==> src/rtl/ps2c_pkg.sv <==
`timescale 1ns / 1ps
`default_nettype none

package ps2c_pkg;

    // Command queue toward the keyboard.
    localparam int QUEUE_DEPTH = 32;
    localparam int QPTR_W      = $clog2(QUEUE_DEPTH);
    localparam int QCNT_W      = $clog2(QUEUE_DEPTH + 1);

    // Configuration port.
    localparam int APB_ADDR_W = 3;
    localparam int APB_DATA_W = 32;
    localparam logic REG_INITIAL_LEDS = 1'b0;
    localparam logic REG_LED_COMMAND  = 1'b1;
    localparam logic [2:0] INITIAL_LEDS_RESET = 3'd0;
    localparam logic [7:0] LED_COMMAND_RESET  = 8'd237;

    // Word destinations.
    localparam logic TGT_WINDOW   = 1'b0;
    localparam logic TGT_KEYBOARD = 1'b1;

    // Scan codes of interest (set 1).
    localparam logic [7:0] SC_LSHIFT_MAKE  = 8'h2A;
    localparam logic [7:0] SC_RSHIFT_MAKE  = 8'h36;
    localparam logic [7:0] SC_LSHIFT_BREAK = 8'hAA;
    localparam logic [7:0] SC_RSHIFT_BREAK = 8'hB6;
    localparam logic [7:0] SC_CAPS_LOCK    = 8'h3A;
    localparam logic [7:0] SC_NUM_LOCK     = 8'h45;
    localparam logic [7:0] SC_SCROLL_LOCK  = 8'h46;
    localparam logic [7:0] SC_ACK          = 8'hFA;
    localparam logic [7:0] SC_RESEND       = 8'hFE;
    localparam logic [7:0] KBD_NOTHING     = 8'hFF;
    localparam logic [7:0] CASE_OFFSET     = 8'h20;

    // Lock mask bits.
    localparam logic [2:0] LED_CAPS   = 3'b100;
    localparam logic [2:0] LED_NUM    = 3'b010;
    localparam logic [2:0] LED_SCROLL = 3'b001;

    typedef struct packed {
        logic [7:0] scan_code;
    } t_in_word;

    typedef struct packed {
        logic       target;
        logic [7:0] value;
        logic       last;
    } t_out_word;

    typedef struct packed {
        logic       vld;
        logic [7:0] ch;
    } t_char_res;

    localparam logic [7:0] PLAIN_MAP [128] = '{
        8'h00, 8'h00, 8'h31, 8'h32, 8'h33, 8'h34, 8'h35, 8'h36,
        8'h37, 8'h38, 8'h39, 8'h30, 8'h2D, 8'h5E, 8'h08, 8'h00,
        8'h51, 8'h57, 8'h45, 8'h52, 8'h54, 8'h59, 8'h55, 8'h49,
        8'h4F, 8'h50, 8'h40, 8'h5B, 8'h0A, 8'h00, 8'h41, 8'h53,
        8'h44, 8'h46, 8'h47, 8'h48, 8'h4A, 8'h4B, 8'h4C, 8'h3B,
        8'h3A, 8'h00, 8'h00, 8'h5D, 8'h5A, 8'h58, 8'h43, 8'h56,
        8'h42, 8'h4E, 8'h4D, 8'h2C, 8'h2E, 8'h2F, 8'h00, 8'h2A,
        8'h00, 8'h20, 8'h00, 8'h00, 8'h00, 8'h00, 8'h00, 8'h00,
        8'h00, 8'h00, 8'h00, 8'h00, 8'h00, 8'h00, 8'h00, 8'h37,
        8'h38, 8'h39, 8'h2D, 8'h34, 8'h35, 8'h36, 8'h2B, 8'h31,
        8'h32, 8'h33, 8'h30, 8'h2E, 8'h00, 8'h00, 8'h00, 8'h00,
        8'h00, 8'h00, 8'h00, 8'h00, 8'h00, 8'h00, 8'h00, 8'h00,
        8'h00, 8'h00, 8'h00, 8'h00, 8'h00, 8'h00, 8'h00, 8'h00,
        8'h00, 8'h00, 8'h00, 8'h00, 8'h00, 8'h00, 8'h00, 8'h00,
        8'h00, 8'h00, 8'h00, 8'h5C, 8'h00, 8'h00, 8'h00, 8'h00,
        8'h00, 8'h00, 8'h00, 8'h00, 8'h00, 8'h5C, 8'h00, 8'h00
    };

    localparam logic [7:0] SHIFTED_MAP [128] = '{
        8'h00, 8'h00, 8'h21, 8'h22, 8'h23, 8'h24, 8'h25, 8'h26,
        8'h27, 8'h28, 8'h29, 8'h7E, 8'h3D, 8'h7E, 8'h08, 8'h00,
        8'h51, 8'h57, 8'h45, 8'h52, 8'h54, 8'h59, 8'h55, 8'h49,
        8'h4F, 8'h50, 8'h60, 8'h7B, 8'h0A, 8'h00, 8'h41, 8'h53,
        8'h44, 8'h46, 8'h47, 8'h48, 8'h4A, 8'h4B, 8'h4C, 8'h2B,
        8'h2A, 8'h00, 8'h00, 8'h7D, 8'h5A, 8'h58, 8'h43, 8'h56,
        8'h42, 8'h4E, 8'h4D, 8'h3C, 8'h3E, 8'h3F, 8'h00, 8'h2A,
        8'h00, 8'h20, 8'h00, 8'h00, 8'h00, 8'h00, 8'h00, 8'h00,
        8'h00, 8'h00, 8'h00, 8'h00, 8'h00, 8'h00, 8'h00, 8'h37,
        8'h38, 8'h39, 8'h2D, 8'h34, 8'h35, 8'h36, 8'h2B, 8'h31,
        8'h32, 8'h33, 8'h30, 8'h2E, 8'h00, 8'h00, 8'h00, 8'h00,
        8'h00, 8'h00, 8'h00, 8'h00, 8'h00, 8'h00, 8'h00, 8'h00,
        8'h00, 8'h00, 8'h00, 8'h00, 8'h00, 8'h00, 8'h00, 8'h00,
        8'h00, 8'h00, 8'h00, 8'h00, 8'h00, 8'h00, 8'h00, 8'h00,
        8'h00, 8'h00, 8'h00, 8'h5F, 8'h00, 8'h00, 8'h00, 8'h00,
        8'h00, 8'h00, 8'h00, 8'h00, 8'h00, 8'h7C, 8'h00, 8'h00
    };

    // Advances a queue pointer by a count, wrapping at the queue depth.
    // The sum stays below twice the depth, so one subtract is enough.
    function automatic logic [QPTR_W-1:0] ptr_add(input logic [QPTR_W-1:0] ptr,
                                                  input logic [QCNT_W-1:0] cnt);
        logic [QCNT_W:0] sum;
        sum = (QCNT_W+1)'(ptr) + (QCNT_W+1)'(cnt);
        if (sum >= (QCNT_W+1)'(QUEUE_DEPTH)) begin
            sum = sum - (QCNT_W+1)'(QUEUE_DEPTH);
        end
        return sum[QPTR_W-1:0];
    endfunction

endpackage

`default_nettype wire

==> src/rtl/ps2c_if.sv <==
`timescale 1ns / 1ps
`default_nettype none

interface ps2c_in_if;
    logic                valid;
    logic                ready;
    ps2c_pkg::t_in_word  data;

    modport source (output valid, output data, input ready);
    modport sink   (input valid, input data, output ready);
endinterface

interface ps2c_out_if;
    logic                valid;
    logic                ready;
    ps2c_pkg::t_out_word data;

    modport source (output valid, output data, input ready);
    modport sink   (input valid, input data, output ready);
endinterface

`default_nettype wire

==> src/rtl/ps2c_char_map.sv <==
`timescale 1ns / 1ps
`default_nettype none

// Maps a make code to a character, with letter case from shift and caps lock.
module ps2c_char_map (
    input  wire logic [7:0]          i_code,
    input  wire logic                i_shift_any,
    input  wire logic                i_caps,
    output ps2c_pkg::t_char_res      o_char
);

    logic [7:0] raw;
    logic [7:0] ch;

    always_comb begin
        raw = i_shift_any ? ps2c_pkg::SHIFTED_MAP[i_code[6:0]]
                          : ps2c_pkg::PLAIN_MAP[i_code[6:0]];
        ch  = raw;
        // Letters are lower case unless exactly one of caps lock and shift is on.
        if (raw inside {[8'h41:8'h5A]} && (i_caps == i_shift_any)) begin
            ch = raw + ps2c_pkg::CASE_OFFSET;
        end
        o_char.vld = !i_code[7] && (ch != 8'h00);
        o_char.ch  = ch;
    end

endmodule

`default_nettype wire

==> src/rtl/ps2_scancode_to_char_with_led_cmd_core.sv <==
`timescale 1ns / 1ps
`default_nettype none

// Scan code set 1 translator with a keyboard LED command queue.
//
// i_scan takes one raw scan code byte per word. o_word gives result words:
// target selects the active window (character) or the keyboard (command
// byte), value carries the byte, and last marks the final word caused by
// one scan code. A scan code causes zero, one or two words.
//
// A scan code is held in the input register and is decoded into the
// two-entry result buffer once that buffer is empty or is emptied by the
// word leaving in the same cycle. Words leave one per cycle from slot 0
// while the receiver is ready; the drain rate of that buffer sets the
// throughput. An input register parts the two sides, so a new scan code
// is taken while results still wait. When the receiver stalls, the result
// buffer holds, the input register fills, and i_scan.ready falls until
// words drain.
//
// Reset (synchronous, active low) clears shift and acknowledge state, loads
// the lock mask from initial_leds and queues the LED command and the mask.
// A write to either APB register reloads the same state from the new values;
// write registers only while the block is idle.
module ps2_scancode_to_char_with_led_cmd_core (
    input  wire logic                            i_clk,
    input  wire logic                            i_rst_n,
    ps2c_in_if.sink                              i_scan,
    ps2c_out_if.source                           o_word,
    input  wire logic                            psel,
    input  wire logic                            penable,
    input  wire logic                            pwrite,
    input  wire logic [ps2c_pkg::APB_ADDR_W-1:0] paddr,
    input  wire logic [ps2c_pkg::APB_DATA_W-1:0] pwdata,
    output      logic [ps2c_pkg::APB_DATA_W-1:0] prdata,
    output      logic                            pready
);

    localparam int QPTR_W = ps2c_pkg::QPTR_W;
    localparam int QCNT_W = ps2c_pkg::QCNT_W;

    // Configuration registers.
    logic [2:0] r_init_leds, n_init_leds;
    logic [7:0] r_led_cmd, n_led_cmd;
    logic       cfg_wr;

    // Translator state.
    logic [1:0]        r_shift, n_shift;
    logic [2:0]        r_lock, n_lock;
    logic              r_ack, n_ack;
    logic [7:0]        r_pend, n_pend;
    logic [QPTR_W-1:0] r_head, n_head;
    logic [QCNT_W-1:0] r_qcnt, n_qcnt;
    logic [7:0]        r_queue [ps2c_pkg::QUEUE_DEPTH];

    // Input register.
    logic       r_in_vld;
    logic [7:0] r_in_code;

    // Result buffer: slot 0 is presented on o_word.
    ps2c_pkg::t_out_word r_slot [2];
    logic [1:0]          r_ocnt;

    logic out_pop;
    logic go;
    logic in_take;

    // Decode signals.
    ps2c_pkg::t_char_res chr;
    logic                snd;
    logic [7:0]          q_byte;
    logic                ack1;
    logic [7:0]          pend1;
    logic [QPTR_W-1:0]   head1;
    logic [QCNT_W-1:0]   cnt1;
    logic                resend;
    logic [7:0]          rs_byte;
    logic                tog;
    logic [2:0]          tog_bit;
    logic [2:0]          lock2;
    logic [QPTR_W-1:0]   tail0, tail1;
    logic                push0, push1;
    logic                second;
    ps2c_pkg::t_out_word res0, res1;
    logic [1:0]          res_n;

    // Reload of the state after reset or a configuration write.
    logic       ld;
    logic [7:0] ld_cmd;
    logic [2:0] ld_init;

    // ---------------------------------------------------------------
    // APB configuration port. Writes complete in the access phase.
    // ---------------------------------------------------------------
    assign pready = 1'b1;
    assign cfg_wr = psel && penable && pwrite && pready;

    always_comb begin
        n_init_leds = r_init_leds;
        n_led_cmd   = r_led_cmd;
        if (cfg_wr) begin
            case (paddr[2])
                ps2c_pkg::REG_INITIAL_LEDS: n_init_leds = pwdata[2:0];
                ps2c_pkg::REG_LED_COMMAND:  n_led_cmd   = pwdata[7:0];
                default:                    n_led_cmd   = r_led_cmd;
            endcase
        end
    end

    always_comb begin
        case (paddr[2])
            ps2c_pkg::REG_INITIAL_LEDS: prdata = {29'd0, r_init_leds};
            ps2c_pkg::REG_LED_COMMAND:  prdata = {24'd0, r_led_cmd};
            default:                    prdata = '0;
        endcase
    end

    always_ff @(posedge i_clk) begin
        if (!i_rst_n) begin
            r_init_leds <= ps2c_pkg::INITIAL_LEDS_RESET;
            r_led_cmd   <= ps2c_pkg::LED_COMMAND_RESET;
        end else begin
            r_init_leds <= n_init_leds;
            r_led_cmd   <= n_led_cmd;
        end
    end

    assign ld      = !i_rst_n || cfg_wr;
    assign ld_cmd  = i_rst_n ? n_led_cmd : ps2c_pkg::LED_COMMAND_RESET;
    assign ld_init = i_rst_n ? n_init_leds : ps2c_pkg::INITIAL_LEDS_RESET;

    // ---------------------------------------------------------------
    // Handshakes. The held scan code is decoded once the result buffer
    // is empty, or is emptied by the word leaving in this cycle.
    // ---------------------------------------------------------------
    assign out_pop      = o_word.valid && o_word.ready;
    assign go           = r_in_vld && ((r_ocnt == 2'd0) || ((r_ocnt == 2'd1) && out_pop));
    assign i_scan.ready = !r_in_vld || go;
    assign in_take      = i_scan.valid && i_scan.ready;

    assign o_word.valid = (r_ocnt != 2'd0);
    assign o_word.data  = r_slot[0];

    // ---------------------------------------------------------------
    // Decode of the held scan code.
    // ---------------------------------------------------------------
    ps2c_char_map u_char_map (
        .i_code      (r_in_code),
        .i_shift_any (r_shift != 2'b00),
        .i_caps      (r_lock[2]),
        .o_char      (chr)
    );

    always_comb begin
        // A queued byte goes out first when no acknowledge is outstanding.
        snd    = (r_qcnt != '0) && !r_ack;
        q_byte = r_queue[r_head];
        ack1   = snd ? 1'b1 : r_ack;
        pend1  = snd ? q_byte : r_pend;
        head1  = snd ? ps2c_pkg::ptr_add(r_head, QCNT_W'(1)) : r_head;
        cnt1   = r_qcnt - QCNT_W'(snd);

        // A resend request repeats the outstanding byte, or sends the
        // no-data byte when nothing is outstanding.
        resend  = (r_in_code == ps2c_pkg::SC_RESEND);
        rs_byte = ack1 ? pend1 : ps2c_pkg::KBD_NOTHING;

        // A character and a resend never come from the same scan code.
        second = chr.vld || resend;
        res1.target = chr.vld ? ps2c_pkg::TGT_WINDOW : ps2c_pkg::TGT_KEYBOARD;
        res1.value  = chr.vld ? chr.ch : rs_byte;
        res1.last   = 1'b1;
        if (snd) begin
            res0.target = ps2c_pkg::TGT_KEYBOARD;
            res0.value  = q_byte;
            res0.last   = !second;
            res_n       = second ? 2'd2 : 2'd1;
        end else begin
            res0  = res1;
            res_n = second ? 2'd1 : 2'd0;
        end

        // Shift keys.
        n_shift = r_shift;
        case (r_in_code)
            ps2c_pkg::SC_LSHIFT_MAKE:  n_shift[0] = 1'b1;
            ps2c_pkg::SC_RSHIFT_MAKE:  n_shift[1] = 1'b1;
            ps2c_pkg::SC_LSHIFT_BREAK: n_shift[0] = 1'b0;
            ps2c_pkg::SC_RSHIFT_BREAK: n_shift[1] = 1'b0;
            default:                   n_shift    = r_shift;
        endcase

        // Lock keys toggle one bit and queue the command and the new mask.
        tog = 1'b1;
        case (r_in_code)
            ps2c_pkg::SC_CAPS_LOCK:   tog_bit = ps2c_pkg::LED_CAPS;
            ps2c_pkg::SC_NUM_LOCK:    tog_bit = ps2c_pkg::LED_NUM;
            ps2c_pkg::SC_SCROLL_LOCK: tog_bit = ps2c_pkg::LED_SCROLL;
            default: begin
                tog     = 1'b0;
                tog_bit = 3'b000;
            end
        endcase
        lock2 = r_lock ^ tog_bit;

        // Each byte is dropped on its own when the queue is full; once the
        // command byte is dropped, the mask byte is dropped as well.
        tail0 = ps2c_pkg::ptr_add(head1, cnt1);
        tail1 = ps2c_pkg::ptr_add(tail0, QCNT_W'(1));
        push0 = tog && (cnt1 < QCNT_W'(ps2c_pkg::QUEUE_DEPTH));
        push1 = tog && ((cnt1 + QCNT_W'(1)) < QCNT_W'(ps2c_pkg::QUEUE_DEPTH));

        n_lock = lock2;
        n_head = head1;
        n_qcnt = cnt1 + QCNT_W'(push0) + QCNT_W'(push1);
        n_pend = pend1;
        n_ack  = (r_in_code == ps2c_pkg::SC_ACK) ? 1'b0 : ack1;
    end

    // ---------------------------------------------------------------
    // State registers.
    // ---------------------------------------------------------------
    always_ff @(posedge i_clk) begin
        if (ld) begin
            r_shift <= 2'b00;
            r_lock  <= ld_init;
            r_ack   <= 1'b0;
            r_pend  <= 8'h00;
            r_head  <= '0;
            r_qcnt  <= QCNT_W'(2);
        end else if (go) begin
            r_shift <= n_shift;
            r_lock  <= n_lock;
            r_ack   <= n_ack;
            r_pend  <= n_pend;
            r_head  <= n_head;
            r_qcnt  <= n_qcnt;
        end
    end

    // Queue storage: the reload puts the command and the mask up front.
    always_ff @(posedge i_clk) begin
        if (ld) begin
            r_queue[0] <= ld_cmd;
            r_queue[1] <= {5'd0, ld_init};
        end else if (go) begin
            if (push0) begin
                r_queue[tail0] <= r_led_cmd;
            end
            if (push1) begin
                r_queue[tail1] <= {5'd0, lock2};
            end
        end
    end

    // Input register.
    always_ff @(posedge i_clk) begin
        if (!i_rst_n) begin
            r_in_vld <= 1'b0;
        end else if (in_take) begin
            r_in_vld <= 1'b1;
        end else if (go) begin
            r_in_vld <= 1'b0;
        end
    end

    always_ff @(posedge i_clk) begin
        if (in_take) begin
            r_in_code <= i_scan.data.scan_code;
        end
    end

    // Result buffer.
    always_ff @(posedge i_clk) begin
        if (!i_rst_n) begin
            r_ocnt <= 2'd0;
        end else if (go) begin
            r_ocnt <= res_n;
        end else if (out_pop) begin
            r_ocnt <= r_ocnt - 2'd1;
        end
    end

    always_ff @(posedge i_clk) begin
        if (go) begin
            r_slot[0] <= res0;
            r_slot[1] <= res1;
        end else if (out_pop) begin
            r_slot[0] <= r_slot[1];
        end
    end

    // ---------------------------------------------------------------
    // Assertions.
    // ---------------------------------------------------------------
    a_qcnt_bound: assert property (@(posedge i_clk) disable iff (!i_rst_n)
        r_qcnt <= QCNT_W'(ps2c_pkg::QUEUE_DEPTH))
        else $error("command queue count exceeds its depth");

    a_two_words_order: assert property (@(posedge i_clk) disable iff (!i_rst_n)
        (r_ocnt == 2'd2) |-> (!r_slot[0].last && r_slot[1].last))
        else $error("only the second of two buffered words may be marked last");

    a_send_sets_ack: assert property (@(posedge i_clk) disable iff (!i_rst_n)
        (go && snd && !cfg_wr && (r_in_code != ps2c_pkg::SC_ACK)) |=> r_ack)
        else $error("queued byte sent without an outstanding acknowledge");

    a_decode_needs_room: assert property (@(posedge i_clk) disable iff (!i_rst_n)
        go |-> ((r_ocnt == 2'd0) || out_pop))
        else $error("scan code decoded while the result buffer still holds words");

endmodule

`default_nettype wire

==> src/flat_wrapper.sv <==
// flat-port wrapper written by rule: the top's interface ports become plain ports
module ps2_scancode_to_char_with_led_cmd_core_flat 
  (i_clk, i_rst_n, psel, penable, pwrite, paddr, pwdata, prdata, pready, i_scan_valid, i_scan_data, i_scan_ready, o_word_valid, o_word_data, o_word_ready);
  ps2c_in_if i_scan_i ();
  ps2c_out_if o_word_i ();
  input  wire logic i_clk;
  input  wire logic i_rst_n;
  input  wire logic psel;
  input  wire logic penable;
  input  wire logic pwrite;
  input  wire logic [ps2c_pkg::APB_ADDR_W-1:0] paddr;
  input  wire logic [ps2c_pkg::APB_DATA_W-1:0] pwdata;
  output      logic [ps2c_pkg::APB_DATA_W-1:0] prdata;
  output      logic pready;
  input wire logic [$bits(i_scan_i.valid)-1:0] i_scan_valid;
  input wire logic [$bits(i_scan_i.data)-1:0] i_scan_data;
  output wire logic [$bits(i_scan_i.ready)-1:0] i_scan_ready;
  output wire logic [$bits(o_word_i.valid)-1:0] o_word_valid;
  output wire logic [$bits(o_word_i.data)-1:0] o_word_data;
  input wire logic [$bits(o_word_i.ready)-1:0] o_word_ready;
  assign i_scan_i.valid = i_scan_valid;
  assign i_scan_i.data = i_scan_data;
  assign i_scan_ready = i_scan_i.ready;
  assign o_word_valid = o_word_i.valid;
  assign o_word_data = o_word_i.data;
  assign o_word_i.ready = o_word_ready;
  ps2_scancode_to_char_with_led_cmd_core u_core (.i_clk(i_clk), .i_rst_n(i_rst_n), .i_scan(i_scan_i), .o_word(o_word_i), .psel(psel), .penable(penable), .pwrite(pwrite), .paddr(paddr), .pwdata(pwdata), .prdata(prdata), .pready(pready));
endmodule
==> config.mk <==
export PLATFORM = sky130hd
export DESIGN_NAME = ps2_scancode_to_char_with_led_cmd_core_flat
export DESIGN_NICKNAME = d
export VERILOG_FILES = /design/src/rtl/ps2c_pkg.sv /design/src/rtl/ps2c_if.sv /design/src/rtl/ps2c_char_map.sv /design/src/rtl/ps2_scancode_to_char_with_led_cmd_core.sv /design/src/flat_wrapper.sv
export SDC_FILE = /design/constraint.sdc
export NUM_CORES = 1
export LEC_CHECK = 0
export BUFFER_PORTS_ARGS = -buffer_cell sky130_fd_sc_hd__buf_4
export CAP_MARGIN = 20
export CORE_ASPECT_RATIO = 0.75
export CORE_UTILIZATION = 55
export CTS_BUF_LIST = sky130_fd_sc_hd__clkbuf_2
export CTS_CLUSTER_SIZE = 40
export DETAILED_ROUTE_END_ITERATION = 8
export PLACE_DENSITY = 0.8
export SYNTH_ARGS = -nofsm -noshare
export SYNTH_HDL_FRONTEND = slang
export SYNTH_HIERARCHICAL = 1
export SYNTH_SLANG_ARGS = --single-unit
==> constraint.sdc <==
create_clock -name i_clk -period 5.3 [get_ports i_clk]
set_input_delay 1.06 -clock i_clk [delete_from_list [all_inputs] [get_ports i_clk]]
set_output_delay 1.06 -clock i_clk [all_outputs]
set_load 0.005 [all_outputs]
After elaboration in Yosys (flattened, before gate mapping)
Memory sizes are Yosys's and may differ from the RTL's. A register that Yosys moved wholly into a read port is not among the register bits. Index checks and enable logic that the tools add are counted.

Register bits: 47. Input bits: 50. Bits in read-only memories: 2048. Word-level logic and storage cells: 148. Output and inout port bits: 45. Latch bits: 0. Memories: 4. RAM bits: 276.

Div/mod/pow operators: 0. Reductions and logical operators: 36. Eq/ne operators: 11. Shifts and indexed selects: 0. Bitwise logic cells: 4. $lt $le $gt $ge: 8. Multipliers: 0. Multiplexer cells: 61. Add/sub/neg operators: 12.

Memories: (no name shown) (words 128, bits a word 8, read ports 1, clocked after Yosys merged registers in 0, wr ports 0, RTL line ps2c_char_map.sv:17) `: ps2c_pkg::PLAIN_MAP[i_code[6:0]];`; (no name shown) (words 128, bits a word 8, read ports 1, clocked after Yosys merged registers in 0, wr ports 0, RTL line ps2c_char_map.sv:16) `raw = i_shift_any ? ps2c_pkg::SHIFTED_MAP[i_code[6:0]]`; u_core.r_queue (words 32, bits a word 8, read ports 1, clocked after Yosys merged registers in 1, wr ports 2, RTL line ps2_scancode_to_char_with_led_cmd_core.sv:53) `logic [7:0] r_queue [ps2c_pkg::QUEUE_DEPTH];`; u_core.r_slot (words 2, bits a word 10, read ports 2, clocked after Yosys merged registers in 0, wr ports 2, RTL line ps2_scancode_to_char_with_led_cmd_core.sv:60) `ps2c_pkg::t_out_word r_slot [2];`.

Operators by type and width (count): $mux 8 (14); $pmux 32 s2 (1); $mux 5 (8); $eq 8x8->1 const B (4); $eq 8x6->1 const B (3); $mux 1 (24); $mux 10 (2); $eq 8x7->1 const B (2); $reduce_or 8->1 (2); $mux 3 (5); $sub 5x1->5 const B (3); $reduce_bool 2->1 (7); $add 5x1->6 const B (2); $add 6x1->6 (2); $ge 6x6->1 const B (2); $logic_and 1x1->1 (12); $lt 6x6->1 const B (2); $pmux 3 s3 (1); $add 8x6->8 const B (1); $ge 8x7->1 const B (1); $ge 8x8->1 const B (1); $le 8x7->1 const B (1); $mux 2 (4); $not 7->8 (1); 18 further kinds (27).

Longest topological paths before layout
Gate-level depths: netlist of the first run.

Depth in word-level cells: 15. Depth in mapped cells: 25.

By module
The synthesis of the first run kept the hierarchy.

Modules (own cells, without submodules): ps2_scancode_to_char_with_led_cmd_core (area each 16941.2 um2, cells an instance 1574, times used 1, sequential area each 7807.5 um2); ps2c_char_map (area each 1486.4 um2, cells an instance 215, times used 1, sequential area each 0.0 um2).

Worst setup path after synthesis of the first run
Ideal clock, no wire load.

Kind: reg-to-reg. From: reg u_core.r_qcnt[3]. To: mem u_core.r_queue[14][0], enable pin. Arrival: 4.632 ns. Path slack: 0.324 ns. Setup time: 0.344 ns. Stages on the path, launching flop included: 21. Period minus slack after synthesis: 4.976 ns. Cells stage by stage: dfxtp_1 > buf_2 > nor4_2 > nand2_1 > nand2b_1 > inv_1 > clkbuf_1 > clkbuf_1 > ha_1 > nor4b_1 > mux2i_1 > o21a_2 > inv_1 > fa_1 > a21o_1 > a21o_1 > xor3_1 > buf_4 > nand2_2 > or4_4 > o21ai_0.

RTL lines: start: declaration (RTL line ps2_scancode_to_char_with_led_cmd_core.sv:52) `logic [QCNT_W-1:0] r_qcnt, n_qcnt;`; start signal: assignment (RTL line ps2_scancode_to_char_with_led_cmd_core.sv:236) `r_qcnt <= n_qcnt;`; end: declaration (RTL line ps2_scancode_to_char_with_led_cmd_core.sv:53).

==> impl_metrics.yaml, run 1 <==
outcome:
  outcome: "completed"
drt:
  drc: 0
  vias: 15300
  routed_wl_um: 53600
  firstDrtPassIters: 6
  wire_per_inst_um: 22.9
  antenna_left: 0
  drt-initial-drc-count: 2047
  viasPerCell: 6.55
logic_synthesis:
  yosysSeqAreaShare: 0.424
  post-synth-top-area-fraction: 0.218
  synth-main-ff-cell: "dfxtp_1"
  synth_top_area_cell: "dfxtp_1"
  synthDistinctLibCells: 102
  synth_cells: 1789
  synth-edff-count: 126
  async_flop_share: 0
  synth_area_per_cell_um2: 10.3
  synth_area_leaders: "dfxtp_1, edfxtp_1, mux4_2"
  syn_area_mm2: 0.0184
  ys_seq_elements: 327
  synth-warning-count: 6
worst_setup_path:
  end_kind: "flip-flop"
  crit_fanout: 9
  critPathMaxStageDelay_ps: 520
  critical_path.cell_chain: "nor4_2, nand2_1, nand2b_1, inv_1, ha_1, nor4b_1, mux2i_1, o21a_2, inv_1, fa_1, a21o_1, a21o_1, xor3_2, nor2_1, nand3_2, o21ai_0"
  arrival_ps: 5610
  crit_buf_inv: 2
  cp-start-kind: "flip-flop"
  slowest_stage: "nor2_1"
  worstPathRequired_ps: 5930
  critPathKind: "reg -> reg"
  cp_top_family: "simple AND/OR/NAND/NOR gates"
die:
  dieArea_mm2: 0.0342
  start_util: 0.564
  die_x_um: 213
  io_pins: 95
  num_rows: 57
  die_h_um: 161
  coreArea_mm2: 0.0327
clock_network:
  clock-sinks: 327
  clk_path_buf_depth: 3
  htreeDepth: 3
  cts-root-buf: "clkbuf_2"
  worstSkewPairLatency_ps: 1000
  clk_pin_slew_ps: 120
  cts_inserted_buffers: 79
  cts_tree: "built"
finish:
  n_fill_cell: 2680
  syn2layout_area_growth_pct: 7.33
  nNetsFinal: 1910
  final_cell_mix: "dfxtp_1, nor2_1, nand2_1, edfxtp_1, clkbuf_2"
  final_common_cell: "dfxtp_1"
  layout-drive-gt1-share: 0.207
  multi_input_area_mm2: 0.00977
  seq_area_mm2: 0.00781
placement:
  port_buffers: 43
  gp_congestion: 0.996
  dp_hpwl_um: 36700
worst_hold_path:
  hold_path.class: "in -> reg"
sta:
  finalSetupViolCount: 0
  timing.final.crit_period_ps: 4980
  setup_tns_ps: 0
  holdWs_ps: 232
  timing.fmax_mhz: 201
  slew-limit-headroom: 0.286
  post-route-period-util: 0.940
  tightest_slew_ps: 1070
  maxSlewViolCount: 0
  hold_violations: 0
  skew_ps: 124
  rsz0062_at_grt: "no"
pwr:
  p_leak_nw: 7.12
  cellPowerDensity_mw_per_mm2: 335
  ir_drop_mv: 0.245
global_route:
  gr-usage-all-layers: 0.313
  grt_pass1_vias: 14700
  overflow: 0
  antenna_found_initial: 3
  grt_pass1_wl_um: 81900
  grt_max_degree: 46
run:
  max_cap_viol_count: 0
## power by group
group / total, mW / switching, mW / internal [mW]
Clock: 1.67 / 1.03 / 0.639
Combinational: 2.13 / 1.45 / 0.677
Sequential: 2.83 / 0.111 / 2.72
Total: 6.63 / 2.59 / 4.04
## per-stage QoR
stage / power [mW] / utilization / std cells / area, um2 / setup slack (ps)
detailed placement: 4.92 / 0.582 / 2192 / 19000 / 18.6
CTS: 6.57 / 0.604 / 2329 / 19700 / 94.1
finish: 6.63 / 0.605 / 2336 / 19800 / 319
global placement: 4.87 / 0.582 / 2191 / 19000 / 117
floorplan: 4.33 / - / 1812 / 18500 / 324
global route: 6.92 / 0.605 / 2334 / 19800 / 35.3
## worst paths after layout
path	slack, ps	depth (start not counted)	end	from
worst max register to register	320	16	u_core/r_queue[22][2]	u_core/r_qcnt[4]
worst min register to register	430	2	flip-flop	u_core/r_head[1]
worst max-delay path	320	16	u_core/r_queue[22][2]	u_core/r_qcnt[4]
worst min-delay path	230	1	u_core/r_in_code[2]	i_scan_data[2]
## cell usage after synthesis (all sizes together), types with 9 or more instances
cell / instances
a21oi: 104
clkbuf: 82
nor3: 47
nand4: 23
nand3: 40
a21o: 9
mux4: 80
dfxtp: 201
ha: 24
mux2i: 93
o21ai: 85
edfxtp: 126
and2: 11
inv: 42
buf: 78
xor2: 13
o211ai: 12
a211oi: 18
xnor2: 18
nor2b: 23
o2bb2ai: 27
nand2: 174
mux2: 10
a32o: 29
o22ai: 20
o31ai: 10
or2: 12
nand2b: 9
a22o: 51
nor2: 203
## cells by family after synthesis
| kind of cell | Yosys count | synth area share |
|---|---|---|
| DFF | 327 | 0.424 |
| muxes | 183 | 0.156 |
| buffers and inverters | 203 | 0.0542 |
| other | 2 | 0.000408 |
| and+or+nand+nor | 586 | 0.165 |
| adders and majority gates | 26 | 0.0185 |
| AOI/OAI and AO/OA | 429 | 0.163 |
| xor gates and xnor gates | 33 | 0.0189 |
## state kept, by name, indices dropped and copies added (netlist names), 2 cells and up, named ones only
| name | count |
|---|---|
| u_core/r_lock | 3 |
| u_core/r_qcnt | 6 |
| u_core/r_queue | 256 |
| u_core/r_ocnt | 2 |
| u_core/r_shift | 2 |
| u_core/r_in_code | 8 |
| u_core/r_pend | 8 |
| u_core/r_head | 5 |
| u_core/r_init_leds | 3 |
| u_core/r_slot | 19 |
| u_core/r_led_cmd | 8 |
## area by class of cell
type / count / share of cell area
multi-input combinational: 1282 / 0.494
sequential: 327 / 0.395
timing repair buffer: 101 / 0.0390
clock buffer: 118 / 0.0299
tap: 442 / 0.0280
inverter: 43 / 0.00816
clock inverter: 19 / 0.00550
antenna: 4 / 0.000506
## what timing repair did
action,in CTS,in global routing
gates resized for setup,0,6
endpoints found under the setup margin,0,51
hold buffers,0,0
setup buffers,0,3
## layer usage
layer,track usage,vias to the layer above,wire length [um],share of wire
met4,0.118,0,1770,0.033
met3,0.0978,158,7270,0.14
li1,-,6760,-,-
met1,0.431,7297,20900,0.39
met5,0,-,0,0
met2,0.461,1089,23600,0.44
(Power assumes the default switching activity.)
==> run 2, diff against run 1 <==
CORE_MARGIN = 2   (was default)
CORE_UTILIZATION = 56   (was 55)
PLACE_DENSITY = 0.81   (was 0.8)
==> impl_metrics.yaml, run 2 (synthesized netlist as in run 1, its figures left out) <==
outcome:
  outcome: "completed"
clock_network:
  cts-root-buf: "clkbuf_2"
  cts_tree: "built"
  clock-sinks: 327
  worstSkewPairLatency_ps: 1000
  cts_inserted_buffers: 79
  htreeDepth: 3
  hold_buffers: 0
  clk_path_buf_depth: 3
  clk_pin_slew_ps: 110
drt:
  viasPerCell: 6.65
  drt-initial-drc-count: 2453
  antenna_left: 0
  routed_wl_um: 53900
  wire_per_inst_um: 23.1
  drc: 0
  firstDrtPassIters: 6
  vias: 15500
die:
  coreArea_mm2: 0.0324
  io_pins: 95
  num_rows: 57
  die_x_um: 213
  start_util: 0.569
  dieArea_mm2: 0.0344
  die_h_um: 161
global_route:
  grt_pass1_vias: 14800
  gr-usage-all-layers: 0.315
  antenna_found_initial: 2
  grt_pass1_wl_um: 83400
  grt_max_degree: 51
  overflow: 0
sta:
  timing.fmax_mhz: 200
  skew_ps: 134
  maxSlewViolCount: 0
  setup_tns_ps: 0
  finalSetupViolCount: 0
  rsz0062_at_grt: "no"
  tightest_slew_ps: 1070
  post-route-period-util: 0.942
  hold_violations: 0
  holdWs_ps: 257
  slew-limit-headroom: 0.282
  layout_setup_ws_ps: 306
  timing.final.crit_period_ps: 4990
finish:
  multi_input_area_mm2: 0.00978
  syn2layout_area_growth_pct: 7.73
  nNetsFinal: 1911
  layout-drive-gt1-share: 0.209
  stdcell_area_mm2: 0.0199
  reg_top3: "u_core/r_queue: 256 flops, u_core/r_slot: 19 flops"
  largest_reg_flops: 256
  n_fill_cell: 2617
  seq_area_mm2: 0.00781
  top_register: "u_core/r_queue"
  final_common_cell: "dfxtp_1"
  final_cell_mix: "dfxtp_1, nor2_1, nand2_1, edfxtp_1, clkbuf_2"
  finalNonFillerCells: 2334
worst_setup_path:
  arrival_ps: 5630
  cp-start-kind: "flip-flop"
  crit_fanout: 10
  critPathKind: "reg -> reg"
  rrSetupSlack_ps: 310
  worstPathRequired_ps: 5930
  end_kind: "flip-flop"
placement:
  dp_hpwl_um: 36800
  port_buffers: 43
  gp_congestion: 0.945
  placed_cells: 2196
  placed_area_mm2: 0.0191
  place_ws_ps: 81.9
run:
  max_cap_viol_count: 0
pwr:
  ir_drop_mv: 0.206
  cellPowerDensity_mw_per_mm2: 341
  p_leak_nw: 7.16
worst_hold_path:
  hold_path.class: "in -> reg"
## run 2: final cells by class
class / count / share of cell area
antenna: 1 / 0.000126
clock buffer: 116 / 0.0292
clock inverter: 21 / 0.00876
inverter: 43 / 0.00813
multi-input combinational: 1282 / 0.493
sequential: 327 / 0.394
tap: 442 / 0.0279
timing repair buffer: 102 / 0.0398
## run 2: power breakdown
| group | switching [mW] | internal [mW] |
|---|---|---|
| registers | 0.141 | 2.72 |
| clock network | 1.07 | 0.732 |
| logic | 1.41 | 0.702 |
| total | 2.62 | 4.16 |
## run 2: final timing paths
| kind | start | end | depth (start not counted) |
|---|---|---|---|
| max | u_core/r_qcnt[2] | u_core/r_queue[30][1] | 14 |
| min reg2reg | u_core/r_queue[5][5] | u_core/r_queue[5][5] | 2 |
| max reg2reg | u_core/r_qcnt[2] | u_core/r_queue[30][1] | 14 |
| min | i_scan_data[0] | u_core/r_in_code[0] | 1 |
## run 2: worst max-delay path, cell delays in order, from the launching register on
cell and delay (ps):
dfxtp_1 440, nor4_4 380, nand2_1 110, nand2b_1 110, inv_1 60, ha_1 410
nor4b_1 90, mux2i_1 240, o21a_2 310, inv_1 90, fa_1 460, xor2_1 550
nand4_1 590, or3_1 710, nand2_1 200
## run 2: stage by stage
stage / utilization / total power [mW]
global route: 0.613 / 7.04
detailed placement: 0.589 / 4.93
finish: 0.613 / 6.78
global placement: 0.589 / 4.88
CTS: 0.612 / 6.71
floorplan: - / 4.33
## run 2: layer usage
metal,track usage,wire [um],vias up
li1,-,-,6761
met1,0.450,21500,7414
met5,0,11,-
met4,0.122,1860,2
met3,0.0898,7310,167
met2,0.453,23200,1186
## run 2: repair_timing
item | 4_1_cts | 5_1_grt
setup buffers | 0 | 0
resized for setup | 0 | 7
setup endpoints to repair | 0 | 128
